File: src/sfrc_pkg.sv
// Shared types and constants for the sync frame receive checker.
// No dependencies.
package sfrc_pkg;

   localparam int unsigned ByteWidth   = 8;
   localparam int unsigned LenWidth    = 16;
   localparam int unsigned ErrWidth    = 2;
   localparam int unsigned CsrIdxWidth = 8;

   localparam logic [ByteWidth-1:0] SYNC_BYTE     = 8'hFF;
   localparam logic [ByteWidth-1:0] LOCAL_ID_RST  = 8'd1;
   localparam logic [ByteWidth-1:0] PEER_ID_RST   = 8'd0;
   localparam logic [8:0]           MOD_BASE      = 9'd255;

   localparam logic [CsrIdxWidth-1:0] CSR_LOCAL_ID = 8'd0;
   localparam logic [CsrIdxWidth-1:0] CSR_PEER_ID  = 8'd1;

   localparam logic [ErrWidth-1:0] ERR_NONE     = 2'd0;
   localparam logic [ErrWidth-1:0] ERR_SENDER   = 2'd1;
   localparam logic [ErrWidth-1:0] ERR_RECEIVER = 2'd2;
   localparam logic [ErrWidth-1:0] ERR_CHECKSUM = 2'd3;

   typedef struct packed {
      logic                 payload_valid;
      logic [ByteWidth-1:0] payload_byte;
      logic [LenWidth-1:0]  payload_index;
      logic                 frame_good;
      logic [LenWidth-1:0]  frame_length;
      logic [ErrWidth-1:0]  error_code;
   } result_type;

endpackage

File: src/sync_frame_receive_checker_core.sv
// Sync frame receive checker: frame parser, id match, mod-255 checksum.
// Depends on sfrc_pkg.
//
//  channel | direction | handshake              | payload
//  req     | in        | req_valid / req_stall  | req_rx_byte
//  rsp     | out       | rsp_valid / rsp_stall  | rsp_payload_*, rsp_frame_*, rsp_error_code
//  csr     | in        | csr_valid / csr_ready  | csr_index, csr_data
//
// One item per cycle while req_stall is low; each item's result is registered in the result register,
// or in the one-entry skid register behind it, which keeps input flowing
// for one more item while the result side stalls; req_stall rises once it fills.
// Reset is synchronous; it clears parser state and output valid flags and loads the id defaults.
module sync_frame_receive_checker_core (
   input  logic                                  clock,
   input  logic                                  reset,
   input  logic                                  req_valid,
   output logic                                  req_stall,
   input  logic [sfrc_pkg::ByteWidth-1:0]        req_rx_byte,
   output logic                                  rsp_valid,
   input  logic                                  rsp_stall,
   output logic                                  rsp_payload_valid,
   output logic [sfrc_pkg::ByteWidth-1:0]        rsp_payload_byte,
   output logic [sfrc_pkg::LenWidth-1:0]         rsp_payload_index,
   output logic                                  rsp_frame_good,
   output logic [sfrc_pkg::LenWidth-1:0]         rsp_frame_length,
   output logic [sfrc_pkg::ErrWidth-1:0]         rsp_error_code,
   input  logic                                  csr_valid,
   output logic                                  csr_ready,
   input  logic [sfrc_pkg::CsrIdxWidth-1:0]      csr_index,
   input  logic [sfrc_pkg::ByteWidth-1:0]        csr_data
);

   localparam logic [2:0] PH_SYNC1    = 3'd0;
   localparam logic [2:0] PH_SYNC2    = 3'd1;
   localparam logic [2:0] PH_SENDER   = 3'd2;
   localparam logic [2:0] PH_RECEIVER = 3'd3;
   localparam logic [2:0] PH_LEN_HI   = 3'd4;
   localparam logic [2:0] PH_LEN_LO   = 3'd5;
   localparam logic [2:0] PH_PAYLOAD  = 3'd6;
   localparam logic [2:0] PH_CHECK    = 3'd7;

   logic [2:0]                      phase_ff, phase_in;
   logic [sfrc_pkg::ByteWidth-1:0]  sum_ff, sum_in;
   logic [sfrc_pkg::LenWidth-1:0]   exp_len_ff, exp_len_in;
   logic [sfrc_pkg::LenWidth-1:0]   taken_ff, taken_in;
   logic [sfrc_pkg::ByteWidth-1:0]  local_id_ff, peer_id_ff;

   sfrc_pkg::result_type            res_in, main_ff, skid_ff;
   logic                            main_valid_ff, skid_valid_ff;

   logic                            accept, out_take, main_free;
   logic [8:0]                      raw_sum;
   logic [sfrc_pkg::ByteWidth-1:0]  sum_add;
   logic [sfrc_pkg::LenWidth:0]     taken_next;

   assign accept    = req_valid & ~skid_valid_ff;
   assign req_stall = skid_valid_ff;
   assign out_take  = main_valid_ff & ~rsp_stall;
   assign main_free = ~main_valid_ff | out_take;
   assign csr_ready = 1'b1;

   assign raw_sum = {1'b0, sum_ff} + {1'b0, req_rx_byte};
   assign sum_add = (raw_sum >= sfrc_pkg::MOD_BASE) ?
                    8'(raw_sum - sfrc_pkg::MOD_BASE) : raw_sum[7:0];
   assign taken_next = {1'b0, taken_ff} + 17'd1;

   always_comb begin
      phase_in   = phase_ff;
      sum_in     = sum_ff;
      exp_len_in = exp_len_ff;
      taken_in   = taken_ff;
      res_in     = '0;
      case (phase_ff)
         PH_SYNC1: begin
            if (req_rx_byte == sfrc_pkg::SYNC_BYTE) begin
               // 0xFF mod 255 is zero
               sum_in     = '0;
               exp_len_in = '0;
               taken_in   = '0;
               phase_in   = PH_SYNC2;
            end
         end
         PH_SYNC2: begin
            if (req_rx_byte == sfrc_pkg::SYNC_BYTE) begin
               sum_in   = sum_add;
               phase_in = PH_SENDER;
            end else begin
               phase_in = PH_SYNC1;
            end
         end
         PH_SENDER: begin
            if (req_rx_byte == peer_id_ff) begin
               sum_in   = sum_add;
               phase_in = PH_RECEIVER;
            end else begin
               res_in.error_code = sfrc_pkg::ERR_SENDER;
               phase_in          = PH_SYNC1;
            end
         end
         PH_RECEIVER: begin
            if (req_rx_byte == local_id_ff) begin
               sum_in   = sum_add;
               phase_in = PH_LEN_HI;
            end else begin
               res_in.error_code = sfrc_pkg::ERR_RECEIVER;
               phase_in          = PH_SYNC1;
            end
         end
         PH_LEN_HI: begin
            sum_in     = sum_add;
            exp_len_in = {req_rx_byte, 8'h00};
            phase_in   = PH_LEN_LO;
         end
         PH_LEN_LO: begin
            sum_in     = sum_add;
            exp_len_in = {exp_len_ff[15:8], req_rx_byte};
            taken_in   = '0;
            phase_in   = ({exp_len_ff[15:8], req_rx_byte} == 16'd0) ? PH_CHECK : PH_PAYLOAD;
         end
         PH_PAYLOAD: begin
            sum_in               = sum_add;
            res_in.payload_valid = 1'b1;
            res_in.payload_byte  = req_rx_byte;
            res_in.payload_index = taken_ff;
            taken_in             = taken_next[15:0];
            if (taken_next >= {1'b0, exp_len_ff}) begin
               phase_in = PH_CHECK;
            end
         end
         default: begin
            if (req_rx_byte == sum_ff) begin
               res_in.frame_good   = 1'b1;
               res_in.frame_length = exp_len_ff;
            end else begin
               res_in.error_code = sfrc_pkg::ERR_CHECKSUM;
            end
            sum_in   = '0;
            phase_in = PH_SYNC1;
         end
      endcase
   end

   always_ff @(posedge clock) begin
      if (reset) begin
         phase_ff   <= PH_SYNC1;
         sum_ff     <= '0;
         exp_len_ff <= '0;
         taken_ff   <= '0;
      end else if (accept) begin
         phase_ff   <= phase_in;
         sum_ff     <= sum_in;
         exp_len_ff <= exp_len_in;
         taken_ff   <= taken_in;
      end
   end

   always_ff @(posedge clock) begin
      if (reset) begin
         local_id_ff <= sfrc_pkg::LOCAL_ID_RST;
         peer_id_ff  <= sfrc_pkg::PEER_ID_RST;
      end else if (csr_valid && csr_ready) begin
         if (csr_index == sfrc_pkg::CSR_LOCAL_ID) begin
            local_id_ff <= csr_data;
         end else if (csr_index == sfrc_pkg::CSR_PEER_ID) begin
            peer_id_ff <= csr_data;
         end
      end
   end

   // result register with one skid entry behind it
   always_ff @(posedge clock) begin
      if (reset) begin
         main_valid_ff <= 1'b0;
         skid_valid_ff <= 1'b0;
      end else if (main_free) begin
         if (skid_valid_ff) begin
            main_valid_ff <= 1'b1;
            skid_valid_ff <= 1'b0;
         end else begin
            main_valid_ff <= accept;
         end
      end else if (accept) begin
         skid_valid_ff <= 1'b1;
      end
   end

   always_ff @(posedge clock) begin
      if (main_free) begin
         if (skid_valid_ff) begin
            main_ff <= skid_ff;
         end else if (accept) begin
            main_ff <= res_in;
         end
      end else if (accept) begin
         skid_ff <= res_in;
      end
   end

   assign rsp_valid         = main_valid_ff;
   assign rsp_payload_valid = main_ff.payload_valid;
   assign rsp_payload_byte  = main_ff.payload_byte;
   assign rsp_payload_index = main_ff.payload_index;
   assign rsp_frame_good    = main_ff.frame_good;
   assign rsp_frame_length  = main_ff.frame_length;
   assign rsp_error_code    = main_ff.error_code;

endmodule

File: config.mk
export PLATFORM = sky130hd
export DESIGN_NAME = sync_frame_receive_checker_core
export DESIGN_NICKNAME = d
export VERILOG_FILES = /design/src/sfrc_pkg.sv /design/src/sync_frame_receive_checker_core.sv
export SDC_FILE = /design/constraint.sdc
export NUM_CORES = 1
export LEC_CHECK = 0
export BUFFER_PORTS_ARGS = -buffer_cell sky130_fd_sc_hd__buf_2
export CORE_MARGIN = 5
export CORE_UTILIZATION = 50
export CTS_CLUSTER_SIZE = 14
export DETAILED_ROUTE_END_ITERATION = 8
export HOLD_SLACK_MARGIN = 0.08
export PLACE_DENSITY = 0.66
export SETUP_SLACK_MARGIN = 0.15
export SLEW_MARGIN = 20
export SYNTH_ARGS = -nofsm -noshare
export SYNTH_HDL_FRONTEND = slang
export SYNTH_SLANG_ARGS = --single-unit
export TNS_END_PERCENT = 1
File: constraint.sdc
create_clock -name clock -period 5.05 [get_ports clock]
set_clock_uncertainty 0.2 [all_clocks]
set_input_delay 0.505 -clock clock [delete_from_list [all_inputs] [get_ports clock]]
set_output_delay 0.505 -clock clock [all_outputs]
set_load 0.03 [all_outputs]
# Word-level counts from Yosys, hierarchy flattened
# Index checks and enable logic that the tools add are counted.
word_totals:
  reg_bits: 149
  word_cells: 97
op_classes:
  n_addsub: 3
  n_lt_le_gt_ge: 2
  n_eq_ne: 16
  muxes: 26
  n_bitwise: 9
  reduce_logical: 20
op_table:
  columns: ["operator", "count"]
  rows:
  - ["16-bit case mux with 3 select lines", 2]
  - ["44-bit 2-to-1 mux", 2]
  - ["8-bit 2-to-1 mux", 5]
  - ["8-bit case mux with 5 select lines", 1]
  - ["17-bit 2-to-1 mux", 2]
  - ["25-bit 2-to-1 mux", 1]
  - ["8-bit == test", 3]
  - ["3-bit case mux with 7 select lines", 1]
  - ["16-bit by 1-bit adder with 17-bit output (second input constant)", 1]
  - ["17-bit by 16-bit greater-or-equal comparator with 1-bit output", 1]
  - ["16-bit logical NOT", 1]
  - ["16-bit 2-to-1 mux", 1]
  - ["3-bit AND reduction", 4]
  - ["2-bit inequality test (second input constant)", 5]
  - ["8-bit by 8-bit adder with 9-bit output", 1]
  - ["3-bit == test (second input constant)", 3]
  - ["9-bit by 8-bit greater-or-equal comparator with 1-bit output (second input constant)", 1]
  - ["3-bit 2-to-1 mux", 3]
  - ["8-bit by 1-bit == test with 1-bit output (second input constant)", 1]
  - ["8-bit == test (second input constant)", 1]
  - ["8-bit logical NOT", 1]
  - ["2-bit 2-to-1 mux", 4]
  - ["8-bit subtractor (second input constant)", 1]
  - ["7-bit OR reduction", 1]
  - ["other kinds (16)", 29]

# Depth between registers and ports, before layout
# Gate-level depths: netlist of run 1.
logic_depth:
  ltp_word: 5
  mapped_depth: 15
  ltp_nobuf: 14

# Least setup slack after synthesis of run 1
# OpenSTA, ideal clock, no wires.
synth_timing:
  kind: "register to register"
  start: "register skid_valid_ff, in the netlist req_stall"
  end: "register main_ff (netlist bit rsp_error_code[0]) (enable)"
  setup_time_ns: 0.460
  arrival_time_ns: 3.503
  slack_ns: 0.887
  path_stages_with_launch: 5
  n_path_buf: 2
  synth_period_minus_slack_ns: 4.163
  path_cell_list: "dfxtp_1 > buf_1 > clkbuf_1 > nor2_1 > a21oi_1"
synth_via:
  elab_chain_len: 4
synth_lines:
  columns: ["element", "line", "text"]
  rows:
  - ["from (decl)", "sync_frame_receive_checker_core.sv:49", "logic main_valid_ff, skid_valid_ff;"]
  - ["from (signal assigned)", "sync_frame_receive_checker_core.sv:174", "skid_valid_ff <= 1'b0;"]
  - ["from (signal assigned)", "sync_frame_receive_checker_core.sv:178", "skid_valid_ff <= 1'b0;"]
  - ["from (signal assigned)", "sync_frame_receive_checker_core.sv:183", "skid_valid_ff <= 1'b1;"]
  - ["1-bit NOT", "sync_frame_receive_checker_core.sv:56", "assign accept = req_valid & ~skid_valid_ff;"]
  - ["1-bit AND", "sync_frame_receive_checker_core.sv:56", null]
  - ["2-bit nonzero test (no source line) (*)", null, null]
  - ["2-bit AND reduction (no source line) (*)", null, null]
  - ["to (signal assigned)", "sync_frame_receive_checker_core.sv:190", "main_ff <= skid_ff;"]
  - ["to (signal assigned)", "sync_frame_receive_checker_core.sv:192", "main_ff <= res_in;"]
  - ["to (decl)", "sync_frame_receive_checker_core.sv:48", "sfrc_pkg::result_type res_in, main_ff, skid_ff;"]
# Mark *: on every way between the ends. The rest lies on a longest branch, timed or not.
# A chain may end at the register's enable or synchronous reset.

# Final worst setup path of run 1
layout_timing:
  start: "register taken_ff[0] in the netlist's numbering"
  end: "register phase_ff[0]"
layout_via:
  elab_chain_len: 4
layout_lines:
  columns: ["element", "line", "text"]
  rows:
  - ["from (decl)", "sync_frame_receive_checker_core.sv:45", "logic [sfrc_pkg::LenWidth-1:0] taken_ff, taken_in;"]
  - ["from (signal assigned)", "sync_frame_receive_checker_core.sv:153", "taken_ff <= taken_in;"]
  - ["16-bit by 1-bit adder with 17-bit output", "sync_frame_receive_checker_core.sv:65", "assign taken_next = {1'b0, taken_ff} + 17'd1;"]
  - ["17-bit by 16-bit greater-or-equal comparator with 1-bit output", "sync_frame_receive_checker_core.sv:126", "if (taken_next >= {1'b0, exp_len_ff}) begin"]
  - ["2-bit inequality test (no source line)", null, null]
  - ["3-bit AND reduction (no source line)", null, null]
  - ["to (signal assigned)", "sync_frame_receive_checker_core.sv:150", "phase_ff <= phase_in;"]
  - ["to (decl)", "sync_frame_receive_checker_core.sv:42", "logic [2:0] phase_ff, phase_in;"]
# Every way passes these cells.

==> flow_metrics.tcl, run 1 <==
set metrics [dict create \
    netlist_instances 685 \
    postSynth.asyncResetShare 0 \
    detail_route.iter0.violations 308 \
    cap_viol_max_count 0 \
    synth.distinct_cells 59 \
    rows 44 \
    clock_sinks 149 \
    tightestPinTransition_ps 1050 \
    run_status "finished, final reports clean" \
    die_width_um 132 \
    synthesis.nets 741 \
    dr.pass1.iters 5 \
    rsz0062_at_grt "false" \
    p_seq_frac 0.476 \
    first_global_vias 5404 \
    die_y_um 132 \
    synth_common_cells "sky130_fd_sc_hd__edfxtp_1, sky130_fd_sc_hd__dfxtp_1, sky130_fd_sc_hd__nor2_1" \
    worst_r2r_startpoint "taken_ff[0]" \
    syn-cell-area_um2 7440 \
    worst_r2r_endpoint "phase_ff[0]" \
    number_of_antenna_violations_at_the_first_check_in_global_routing 0 \
    port_buffers 74 \
    synthesis.yosys.warnings 0 \
    antenna_left 0 \
    share_of_the_yosys_chip_area_belonging_to_registers 0.520 \
    power_switching_share 0.228 \
    route.detailed.wl_per_inst_um 17.7 \
    power.net_switching_uw 635 \
    cell_internal_pwr_mw 2.14 \
    placedInstanceArea_um2 7930 \
    grt_first_pass_wirelength_um 27600 \
    rr_worst_depth 14 \
    power_density_nw_per_um2 326 \
    netlist.top_cell.by_area "sky130_fd_sc_hd__edfxtp_1" \
    vias 5390 \
    total_power_mw 2.78 \
    initial_utilization 0.512 \
    half_perimeter_wire_length_after_detailed_placement_um 11400 \
    final_cell_area_um2 8530 \
    h-tree-depth 4 \
    timing.max_slew.rel_slack 0.297 \
    drt_wl_total_um 16700 \
    grt_start_max_net_pins 56 \
    global_route.usage.total 0.194 \
    drive_gt1_frac 0.218 \
    cp_max_fo 7 \
    yosys.cell_count.top_type "sky130_fd_sc_hd__edfxtp_1" \
    setup-violations-final 0 \
    leakagePower_nw 3.45 \
    placed_cells_incl_taps 909 \
    crit_path_top_delay_cell "sky130_fd_sc_hd__dfxtp_1" \
    class_of_the_tightest_hold_or_removal_check "primary input to register" \
    power.clock.fraction 0.463 \
    final_min_period_over_clock_period 0.710 \
    cts_buffer_depth 2 \
    critPathKind "register to register" \
    timing.critical_path.arrival_ps 3700 \
    crit_path_start_kind "register" \
    final_hold_violations 0 \
    top_level_ports 76 \
    worst_setup_hold_path_clk_slew_ps 60 \
    post_cts_resized 0 \
    syn_area_per_cell_um2 10.9 \
    grt_remaining_overflow 0 \
    worst_slack_ps 1460 \
    setup-tns-final_ps 0 \
    layout.nets 800 \
    timing.critical_path.cells "ha_1, and3_1, and3_1, and4_1, nand2_1, xnor2_1, ha_1, a21o_1, a21o_1, a31oi_1, o21ai_0, a211oi_1, o21bai_1, o311a_1" \
    cts_made_buffers 17 \
    fin_cells 941 \
    worst_ir_drop_vdd_mv 0.160 \
    detail_route.drc_violations 0 \
    cts_post_setup_buffers_inserted 0 \
    synth_top_cell_area_share 0.355 \
    cp-end-kind "register" \
    timing_max_transition_violations_final 0 \
    fmax_mhz 279 \
    design.core.area_um2 14500 \
    floorplan.die_area_um2 17400 \
    routed_via_density 5.73 \
    netlist_top_cells_area "sky130_fd_sc_hd__edfxtp_1, sky130_fd_sc_hd__dfxtp_1, sky130_fd_sc_hd__mux2_2" \
    min_path_cells 2 \
    pwr-share-comb 0.061 \
    antenna-diode-count 0 \
    holdPathEnd "local_id_ff[0]" \
    timing.final.crit_period_ps 3590 \
    syn2layout_area_growth_pct 14.7 \
    worstSkewPairLatency_ps 420 \
    register_to_register_path_setup_slack_ps 1460 \
    clock_tree_from_tritoncts "yes" \
    synth-seq-cells 149 \
    final_estimated_routing_congestion_in_global_placement 0.935 \
    synth_edf_count 88 \
    min_from "csr_data[0]" \
    clockRootBuffer "sky130_fd_sc_hd__clkbuf_16" \
    crit_required_ps 5160 \
    worst_path_largest_cell_delay_ps 450 \
    most_common_flop_cell_mapped_by_yosys "sky130_fd_sc_hd__edfxtp_1" \
    preCtsSetupSlack_ps 1560 \
    cts.hold.buffers_added 0 \
]
## layer usage
layer	global-route usage	vias up	share of wire
li1	-	2624	-
met1	0.256	2620	0.45
met2	0.314	121	0.48
met3	0.0504	25	0.050
met4	0.0634	0	0.016
met5	0	-	0
## cell usage in the layout (no fill, tap or decap), types with 6 or more instances in the layout
master and n:
sky130_fd_sc_hd__nor2_1 49, sky130_fd_sc_hd__mux2i_1 18, sky130_fd_sc_hd__ha_1 26, sky130_fd_sc_hd__or3_1 9, sky130_fd_sc_hd__o21ai_0 27, sky130_fd_sc_hd__nand3b_1 6
sky130_fd_sc_hd__buf_2 74, sky130_fd_sc_hd__inv_1 25, sky130_fd_sc_hd__mux2_2 41, sky130_fd_sc_hd__buf_4 6, sky130_fd_sc_hd__a21o_1 12, sky130_fd_sc_hd__dfxtp_1 60
sky130_fd_sc_hd__nor2b_1 7, sky130_fd_sc_hd__nand4_1 9, sky130_fd_sc_hd__xnor2_1 18, sky130_fd_sc_hd__a21oi_1 35, sky130_fd_sc_hd__and2_1 16, sky130_fd_sc_hd__edfxtp_1 88
sky130_fd_sc_hd__nor3_1 8, sky130_fd_sc_hd__nand2_1 44, sky130_fd_sc_hd__xor2_1 19, sky130_fd_sc_hd__nor4_1 7, sky130_fd_sc_hd__and3_1 31, sky130_fd_sc_hd__clkbuf_16 17
sky130_fd_sc_hd__nand3_1 28
## per-stage QoR
step | util | hold WS, ps
after global placement | 0.545 | 243
after detailed placement | 0.545 | 243
after global routing | 0.587 | 122
after CTS | 0.587 | 112
after floorplan | - | 226
final | 0.587 | 130
## power groups by stage
stage | clock, mW | combinational, mW | sequential (mW)
after floorplan | 0 | 0.0700 | 1.39
after global placement | 0 | 0.167 | 1.35
after detailed placement | 0 | 0.170 | 1.35
after CTS | 1.31 | 0.170 | 1.32
after global routing | 1.36 | 0.181 | 1.33
final | 1.29 | 0.168 | 1.32
## critical path: cells and delay by family (launching register included)
kind	cells	cell delay, ps
flops	1	450
xor+xnor	1	150
fa+ha+maj	2	560
compound gates	7	1150
simple gates	4	970
## cell type report
type / instances / area [um2]
Sequential cell: 149 / 3860
Clock buffer: 18 / 429
Tap cell: 184 / 230
Fill cell: 1237 / 6000
Timing Repair Buffer: 80 / 415
Inverter: 25 / 93.8
Clock inverter: 14 / 175
Multi-Input combinational cell: 471 / 3320
## logic make-up after synthesis
logic type	Yosys count	share of synthesized area
and+or+nand+nor	230	0.164
DFF	149	0.520
AOI/OAI and AO/OA	117	0.103
buffers and inverters	65	0.0365
muxes	59	0.0863
xor gates and xnor gates	37	0.0436
adders and majority gates	27	0.0464
other	1	0.000504
## worst max path at each step
| stage | to | cells past startpoint | from |
|---|---|---|---|
| after floorplan | rsp_error_code[0] | 4 | req_stall |
| after global placement | sum_ff[1] | 10 | req_rx_byte[0] |
| after detailed placement | phase_ff[0] | 14 | taken_ff[0] |
| after CTS | phase_ff[0] | 14 | taken_ff[0] |
| after global routing | phase_ff[0] | 13 | taken_ff[2] |
| final | phase_ff[0] | 14 | taken_ff[0] |
## flip-flops by register name, indices dropped and copies added, names as in the netlist
register and count:
skid_ff 44, exp_len_ff 16, rsp_frame_length 16, rsp_payload_index 16, taken_ff 16, local_id_ff 8, peer_id_ff 8, rsp_payload_byte 8
sum_ff 8, phase_ff 3, rsp_error_code 2, req_stall 1, rsp_frame_good 1, rsp_payload_valid 1, rsp_valid 1
(Power assumes the default switching activity.)
==> inputs of run 2 (changes only) <==
--- a/config.mk
+++ b/config.mk
@@ -5,13 +5,14 @@
 export SDC_FILE = /design/constraint.sdc
 export NUM_CORES = 1
 export LEC_CHECK = 0
+export ABC_AREA = 1
 export BUFFER_PORTS_ARGS = -buffer_cell sky130_fd_sc_hd__buf_2
 export CORE_MARGIN = 5
 export CORE_UTILIZATION = 50
 export CTS_CLUSTER_SIZE = 14
 export DETAILED_ROUTE_END_ITERATION = 8
 export HOLD_SLACK_MARGIN = 0.08
-export PLACE_DENSITY = 0.66
+export PLACE_DENSITY = 0.69
 export SETUP_SLACK_MARGIN = 0.15
 export SLEW_MARGIN = 20
 export SYNTH_ARGS = -nofsm -noshare
==> constraint.sdc (replaced) <==
create_clock -name clock -period 3.1 [get_ports clock]
set_clock_uncertainty 0.2 [all_clocks]
set_input_delay 0.31 -clock clock [delete_from_list [all_inputs] [get_ports clock]]
set_output_delay 0.31 -clock clock [all_outputs]
set_load 0.03 [all_outputs]
==> run 2 against run 1 <==
  * Sequential power up 64%
  * First-iteration DRC count up 39%
  * Largest cell class unchanged
  * Non-clock buffer count up 29
  * Synthesized area up 0.57%
  * Combinational power up 130%
  * Sequential share of layout area down 2.2 points
  * Via count up 12%
==> flow_metrics.tcl, run 2 <==
set metrics [dict create \
    run_status "finished, final reports clean" \
    clock_sinks 149 \
    vias 6050 \
    grt_remaining_overflow 0 \
    final_min_period_over_clock_period 0.972 \
    worst_setup_hold_path_clk_slew_ps 60 \
    yosys.area_share.xor_xnor 0.0281 \
    synth_compound_area_frac 0.0753 \
    design.core.area_um2 14600 \
    largest_register "skid_ff" \
    critPathKind "register to register" \
    rows 44 \
    setup-tns-final_ps 0 \
    crit_path_start_kind "register" \
    leakagePower_nw 3.85 \
    initial_utilization 0.513 \
    number_of_antenna_violations_at_the_first_check_in_global_routing 0 \
    global_route.usage.total 0.196 \
    tightestPinTransition_ps 777 \
    cts_buffer_depth 2 \
    drive_gt1_frac 0.178 \
    most_common_flop_cell_mapped_by_yosys "sky130_fd_sc_hd__edfxtp_1" \
    die_y_um 132 \
    share_of_the_yosys_chip_area_belonging_to_registers 0.517 \
    layout.nets 1048 \
    grt_first_pass_wirelength_um 27800 \
    synth_top_family_by_area "simple AND/OR/NAND/NOR gates" \
    synth_top_cell_area_share 0.353 \
    holdPathEnd "exp_len_ff[15]" \
    clock_tree_from_tritoncts "yes" \
    antenna-diode-count 0 \
    synthAdderAreaFrac 0.0462 \
    detail_route.iter0.violations 429 \
    postSynth.asyncResetShare 0 \
    synth-seq-cells 149 \
    timing.critical_path.cells "ha_4, nand2_2, inv_2, nand4_1, nor3_2, nand2_2, nor3_4, nand2_2, xor2_2, ha_1, nand2_1, inv_2, nand4_1, nor3_1, nor3_1, nand3_2, nand3b_1, nand2_1, nor2_1" \
    timing.final.crit_period_ps 3010 \
    syn-cell-area_um2 7480 \
    worst_r2r_endpoint "phase_ff[1]" \
    yosys.cell_count.top_type "sky130_fd_sc_hd__nand2_1" \
    worstSkewPairLatency_ps 430 \
    crit_path_top_delay_cell "sky130_fd_sc_hd__dfxtp_2" \
    register_to_register_path_setup_slack_ps 90 \
    drt_wl_total_um 17200 \
    syn2layout_area_growth_pct 19.8 \
    min_from "req_rx_byte[7]" \
    first_global_vias 5641 \
    half_perimeter_wire_length_after_detailed_placement_um 11600 \
    routed_via_density 5.09 \
    most_common_library_cell_in_the_layout_ignoring_fill_and_taps "sky130_fd_sc_hd__nand2_1" \
    netlist.top_cell.by_area "sky130_fd_sc_hd__edfxtp_1" \
    layout.cells.most_common_list "sky130_fd_sc_hd__nand2_1, sky130_fd_sc_hd__nor2_1, sky130_fd_sc_hd__inv_1" \
    rr_worst_depth 19 \
    worst_path_largest_cell_delay_ps 350 \
    netlist_instances 892 \
    finish.utilization 0.614 \
    rsz0062_at_grt "true" \
    crit_required_ps 3260 \
    synth_edf_count 88 \
    synth.distinct_cells 44 \
    dr.pass1.iters 5 \
    min_path_cells 3 \
    antenna_left 0 \
    class_of_the_tightest_hold_or_removal_check "primary input to register" \
    floorplan.die_area_um2 17500 \
    netlist_top_cells_area "sky130_fd_sc_hd__edfxtp_1, sky130_fd_sc_hd__dfxtp_1, sky130_fd_sc_hd__nand2_1" \
    cts_made_buffers 17 \
    worst_r2r_startpoint "taken_ff[1]" \
    final_hold_violations 0 \
    cap_viol_max_count 0 \
    worst_path_most_repeated_cell "sky130_fd_sc_hd__nand2_2" \
    synth_common_cells "sky130_fd_sc_hd__nand2_1, sky130_fd_sc_hd__nor2_1, sky130_fd_sc_hd__inv_1" \
    syn_area_per_cell_um2 8.38 \
    grt_start_max_net_pins 48 \
    setup-violations-final 0 \
    worst_ir_drop_vdd_mv 0.351 \
    power_density_nw_per_um2 522 \
    clockRootBuffer "sky130_fd_sc_hd__clkbuf_16" \
    detail_route.drc_violations 0 \
    timing_max_transition_violations_final 0 \
    synthesis.nets 948 \
    timing.critical_path.arrival_ps 3170 \
    fmax_mhz 332 \
    total_power_mw 4.68 \
    die_width_um 132 \
    largest_register_ffs 44 \
    cp-end-kind "register" \
    route.detailed.wl_per_inst_um 14.4 \
    cp_max_fo 5 \
    top_level_ports 76 \
    worst_slack_ps 87.6 \
    h-tree-depth 4 \
    synth_simple_gate_area_frac 0.266 \
    port_buffers 74 \
    preCtsSetupSlack_ps 29.5 \
    hold_slack_ps 99.4 \
    synthesis.yosys.warnings 0 \
    final_estimated_routing_congestion_in_global_placement 0.882 \
    timing.max_slew.rel_slack 0.482 \
    synth.mux.area_fraction 0 \
]
==> run 2: changes by cell type in the layout (fill, tap and decap cells not counted), moves of 17 or more <==
cell / previous run / this run
sky130_fd_sc_hd__mux2_2: 41 / 0
sky130_fd_sc_hd__mux2i_1: 18 / 0
sky130_fd_sc_hd__xnor2_1: 18 / 0
sky130_fd_sc_hd__nor2_1: 49 / 104
sky130_fd_sc_hd__a21oi_1: 35 / 52
sky130_fd_sc_hd__nand2_1: 44 / 267
sky130_fd_sc_hd__inv_1: 25 / 90
sky130_fd_sc_hd__and3_1: 31 / 0
==> run 2: power by group <==
group / internal [mW] / switching, mW
Combinational: 0.114 / 0.272
Sequential: 2.15 / 0.0176
Clock: 1.33 / 0.792
Total: 3.60 / 1.08
==> run 2: worst max path at each step <==
| stage | from | to | slack (ps) |
|---|---|---|---|
| after floorplan | req_stall | skid_ff[0] | 4 |
| after global placement | taken_ff[0] | phase_ff[1] | 120 |
| after detailed placement | taken_ff[0] | phase_ff[1] | 30 |
| after CTS | taken_ff[0] | phase_ff[1] | 60 |
| after global routing | taken_ff[1] | phase_ff[1] | -150 |
| final | taken_ff[1] | phase_ff[1] | 90 |
==> run 2: layout make-up <==
type	count	area, um2
timing repair buffer	109	668
tap	184	230
inverter	99	373
clock inverter	15	186
multi-input combinational	616	3210
clock buffer	17	425
fill	1233	5630
sequential	149	3870
==> run 2: cells by family after synthesis <==
logic type | Yosys count
other | 1
flip-flops | 149
XOR/XNOR | 24
buffers and inverters | 127
AO/OA/AOI/OAI | 98
adder cells (fa/ha/maj) | 27
AND/OR/NAND/NOR | 466
==> run 2: routing by layer <==
layer | GRT usage | part of all wire
met5 | 0 | 0
met2 | 0.311 | 0.46
met1 | 0.263 | 0.47
met4 | 0.0707 | 0.022
met3 | 0.0458 | 0.051
==> run 2: worst max-delay path, delay by kind of cell, from the launching register on <==
kind / cells / cell delay [ps]
and+or+nand+nor: 14 / 1660
adders and majority gates: 2 / 470
DFF: 1 / 350
xor gates and xnor gates: 1 / 160
buffers and inverters: 2 / 100
==> run 2: stage by stage <==
stage	area [um2]	cells
floorplan	7490	892
global placement	8050	1133
detailed placement	8050	1133
CTS	8880	1184
global route	8960	1189
finish	8960	1189
==> run 2: timing repair <==
action	in CTS	in global routing
pin swaps	8	12
setup buffers	5	5
resized for setup	10	8
endpoints found under the hold margin	22	0
hold buffers	14	0
endpoints found under the setup margin	3	3
==> inputs of run 3 (changes only) <==
==> constraint.sdc (replaced) <==
create_clock -name clock -period 3.1 [get_ports clock]
set_clock_uncertainty 0.2 [all_clocks]
set_input_delay 0.465 -clock clock [delete_from_list [all_inputs] [get_ports clock]]
set_output_delay 0.465 -clock clock [all_outputs]
set_load 0.03 [all_outputs]
==> run 3 against run 2 <==
  * Sequential share of layout area is 0.60 points higher
  * Largest cell class unchanged
  * Maximum frequency increased by 1.1%
  * Final cell count down 0.93%
  * Clock power is 8% lower
  * Sequential cell count stayed put
  * Worst hold slack improved by 15 ps
  * Count of clock-buffer cells in the layout increased by 2
  * Total power is 3.5% lower
  * Die area did not move
  * First-iteration DRC count fell by 0.70%
  * Highest routed layer unchanged
  * Core utilization fell by 0.85 points
  * Sequential power about the same
==> flow_metrics.tcl, run 3 (synthesis results as in run 2) <==
set metrics [dict create \
    drive_gt1_frac 0.186 \
    class_of_the_tightest_hold_or_removal_check "primary input to register" \
    largest_register_ffs 44 \
    most_common_library_cell_in_the_layout_ignoring_fill_and_taps "sky130_fd_sc_hd__nand2_1" \
    first_global_vias 5566 \
    crit_required_ps 3260 \
    grt_remaining_overflow 0 \
    cts_made_buffers 17 \
    vias 5997 \
    timing.critical_path.buf_inv 3 \
    syn2layout_area_growth_pct 18.2 \
    worst_setup_hold_path_clk_slew_ps 60 \
    clock_tree_from_tritoncts "yes" \
    timing.max_slew.rel_slack 0.495 \
    die_width_um 132 \
    timing.final.crit_period_ps 2980 \
    routed_via_density 5.09 \
    die_y_um 132 \
    rows 44 \
    timing.critical_path.cells "buf_4, nand3_2, nor2_2, nand2_2, nor4_4, buf_4, nand4_1, xor2_1, ha_1, nand2_1, inv_2, nand4_1, nor3_1, nor3_2, nand3_4, nand3b_1, nand2_1, nor2_1" \
    final.fill_count 1249 \
    grt_start_max_net_pins 49 \
    fmax_mhz 336 \
    cp-end-kind "register" \
    min_from "csr_data[1]" \
    setup-violations-final 0 \
    top_level_ports 76 \
    worst_r2r_endpoint "phase_ff[1]" \
    leakagePower_nw 3.80 \
    cap_viol_max_count 0 \
    drt_wl_total_um 16900 \
    power_density_nw_per_um2 511 \
    port_buffers 74 \
    worst_r2r_startpoint "taken_ff[1]" \
    crit_path_start_kind "register" \
    worstSkewPairLatency_ps 420 \
    rsz0062_at_grt "true" \
    antenna_left 0 \
    crit_path_top_delay_cell "sky130_fd_sc_hd__dfxtp_2" \
    timing_max_transition_violations_final 0 \
    final_min_period_over_clock_period 0.961 \
    antenna-diode-count 0 \
    critPathKind "register to register" \
    grt_first_pass_wirelength_um 27600 \
    run_status "finished, final reports clean" \
    detail_route.iter0.violations 426 \
    register_to_register_path_setup_slack_ps 120 \
    worst_path_largest_cell_delay_ps 350 \
    layout.nets 1037 \
    cts_buffer_depth 2 \
    placedInstanceArea_um2 8070 \
    half_perimeter_wire_length_after_detailed_placement_um 11700 \
    multi_input_area_um2 3250 \
    rr_worst_depth 18 \
    final_hold_violations 0 \
    initial_utilization 0.513 \
    route.detailed.wl_per_inst_um 14.3 \
    cpLargestDelayFamily "simple AND/OR/NAND/NOR gates" \
    floorplan.die_area_um2 17500 \
    design.core.area_um2 14600 \
    worst_slack_ps 121 \
    number_of_antenna_violations_at_the_first_check_in_global_routing 0 \
    h-tree-depth 4 \
    worst_ir_drop_vdd_mv 0.352 \
    detail_route.drc_violations 0 \
    final_cell_area_um2 8840 \
    cp_max_fo 5 \
    final_estimated_routing_congestion_in_global_placement 0.873 \
    min_path_cells 3 \
    preCtsSetupSlack_ps 48.5 \
    clock_sinks 149 \
    holdPathEnd "peer_id_ff[1]" \
    timing.critical_path.arrival_ps 3140 \
    clockRootBuffer "sky130_fd_sc_hd__clkbuf_16" \
    largest_register "skid_ff" \
    layout.cells.most_common_list "sky130_fd_sc_hd__nand2_1, sky130_fd_sc_hd__nor2_1, sky130_fd_sc_hd__inv_1" \
    dr.pass1.iters 5 \
    global_route.usage.total 0.193 \
    tightestPinTransition_ps 757 \
    area.sequential_um2 3870 \
]
==> run 3: how the worst max path moves through the flow <==
stage                            from           to  slack [ps]  depth (start not counted)
after detailed placement  taken_ff[0]  phase_ff[0]          50                         20
after CTS                 taken_ff[0]  phase_ff[1]          50                         19
after global placement    taken_ff[0]  phase_ff[1]         120                         20
after global routing      taken_ff[1]  phase_ff[1]        -120                         18
after floorplan             req_stall   skid_ff[0]           4                          2
final                     taken_ff[1]  phase_ff[1]         120                         18
==> run 3: final cells by class <==
type / count / area share
flip-flops and latches: 149 / 0.438
multi-input cells: 616 / 0.368
repair buffers: 98 / 0.0626
clock buffers: 19 / 0.0490
inverters: 99 / 0.0422
well taps: 184 / 0.0261
clock inverters: 13 / 0.0149
==> run 3: metrics by stage <==
| step | setup TNS, ps | hold WS (ps) | power, mW | std cells | util |
|---|---|---|---|---|---|
| floorplan | 0 | 244 | 2.47 | 892 | - |
| global placement | 0 | 252 | 2.58 | 1136 | 0.553 |
| detailed placement | 0 | 256 | 2.58 | 1136 | 0.553 |
| CTS | 0 | 97.5 | 4.55 | 1173 | 0.597 |
| global route | -312 | 123 | 4.68 | 1178 | 0.606 |
| finish | 0 | 114 | 4.51 | 1178 | 0.606 |
==> run 3: timing repair <==
action | CTS | global route
gates resized for setup | 7 | 19
pin swaps | 7 | 14
endpoints found under the setup margin | 3 | 3
endpoints found under the hold margin | 1 | 0
hold buffers | 1 | 0
setup buffers | 4 | 5
==> run 3: power by group <==
part / switching (mW) / internal, mW / total, mW
registers: 0.0176 / 2.15 / 2.17
clock network: 0.788 / 1.18 / 1.97
logic: 0.272 / 0.107 / 0.379
total: 1.08 / 3.44 / 4.51
==> run 3: per-layer routing <==
layer | track usage | up-vias | share of wire
met1 | 0.263 | 2744 | 0.45
met4 | 0.0667 | 0 | 0.016
met5 | 0 | - | 0
li1 | - | 3080 | -
met2 | 0.311 | 149 | 0.48
met3 | 0.0351 | 24 | 0.056
==> run 3: worst reg2reg max path, cell delays in order, from the launching register on <==
cell                       delay [ps]
sky130_fd_sc_hd__dfxtp_2          350
sky130_fd_sc_hd__buf_4            130
sky130_fd_sc_hd__nand3_2           90
sky130_fd_sc_hd__nor2_2           130
sky130_fd_sc_hd__nand2_2          100
sky130_fd_sc_hd__nor4_4           240
sky130_fd_sc_hd__buf_4            170
sky130_fd_sc_hd__nand4_1           90
sky130_fd_sc_hd__xor2_1           240
sky130_fd_sc_hd__ha_1             290
sky130_fd_sc_hd__nand2_1           80
sky130_fd_sc_hd__inv_2             50
sky130_fd_sc_hd__nand4_1           80
sky130_fd_sc_hd__nor3_1            60
sky130_fd_sc_hd__nor3_2           230
sky130_fd_sc_hd__nand3_4          140
sky130_fd_sc_hd__nand3b_1         110
sky130_fd_sc_hd__nand2_1           50
sky130_fd_sc_hd__nor2_1           100
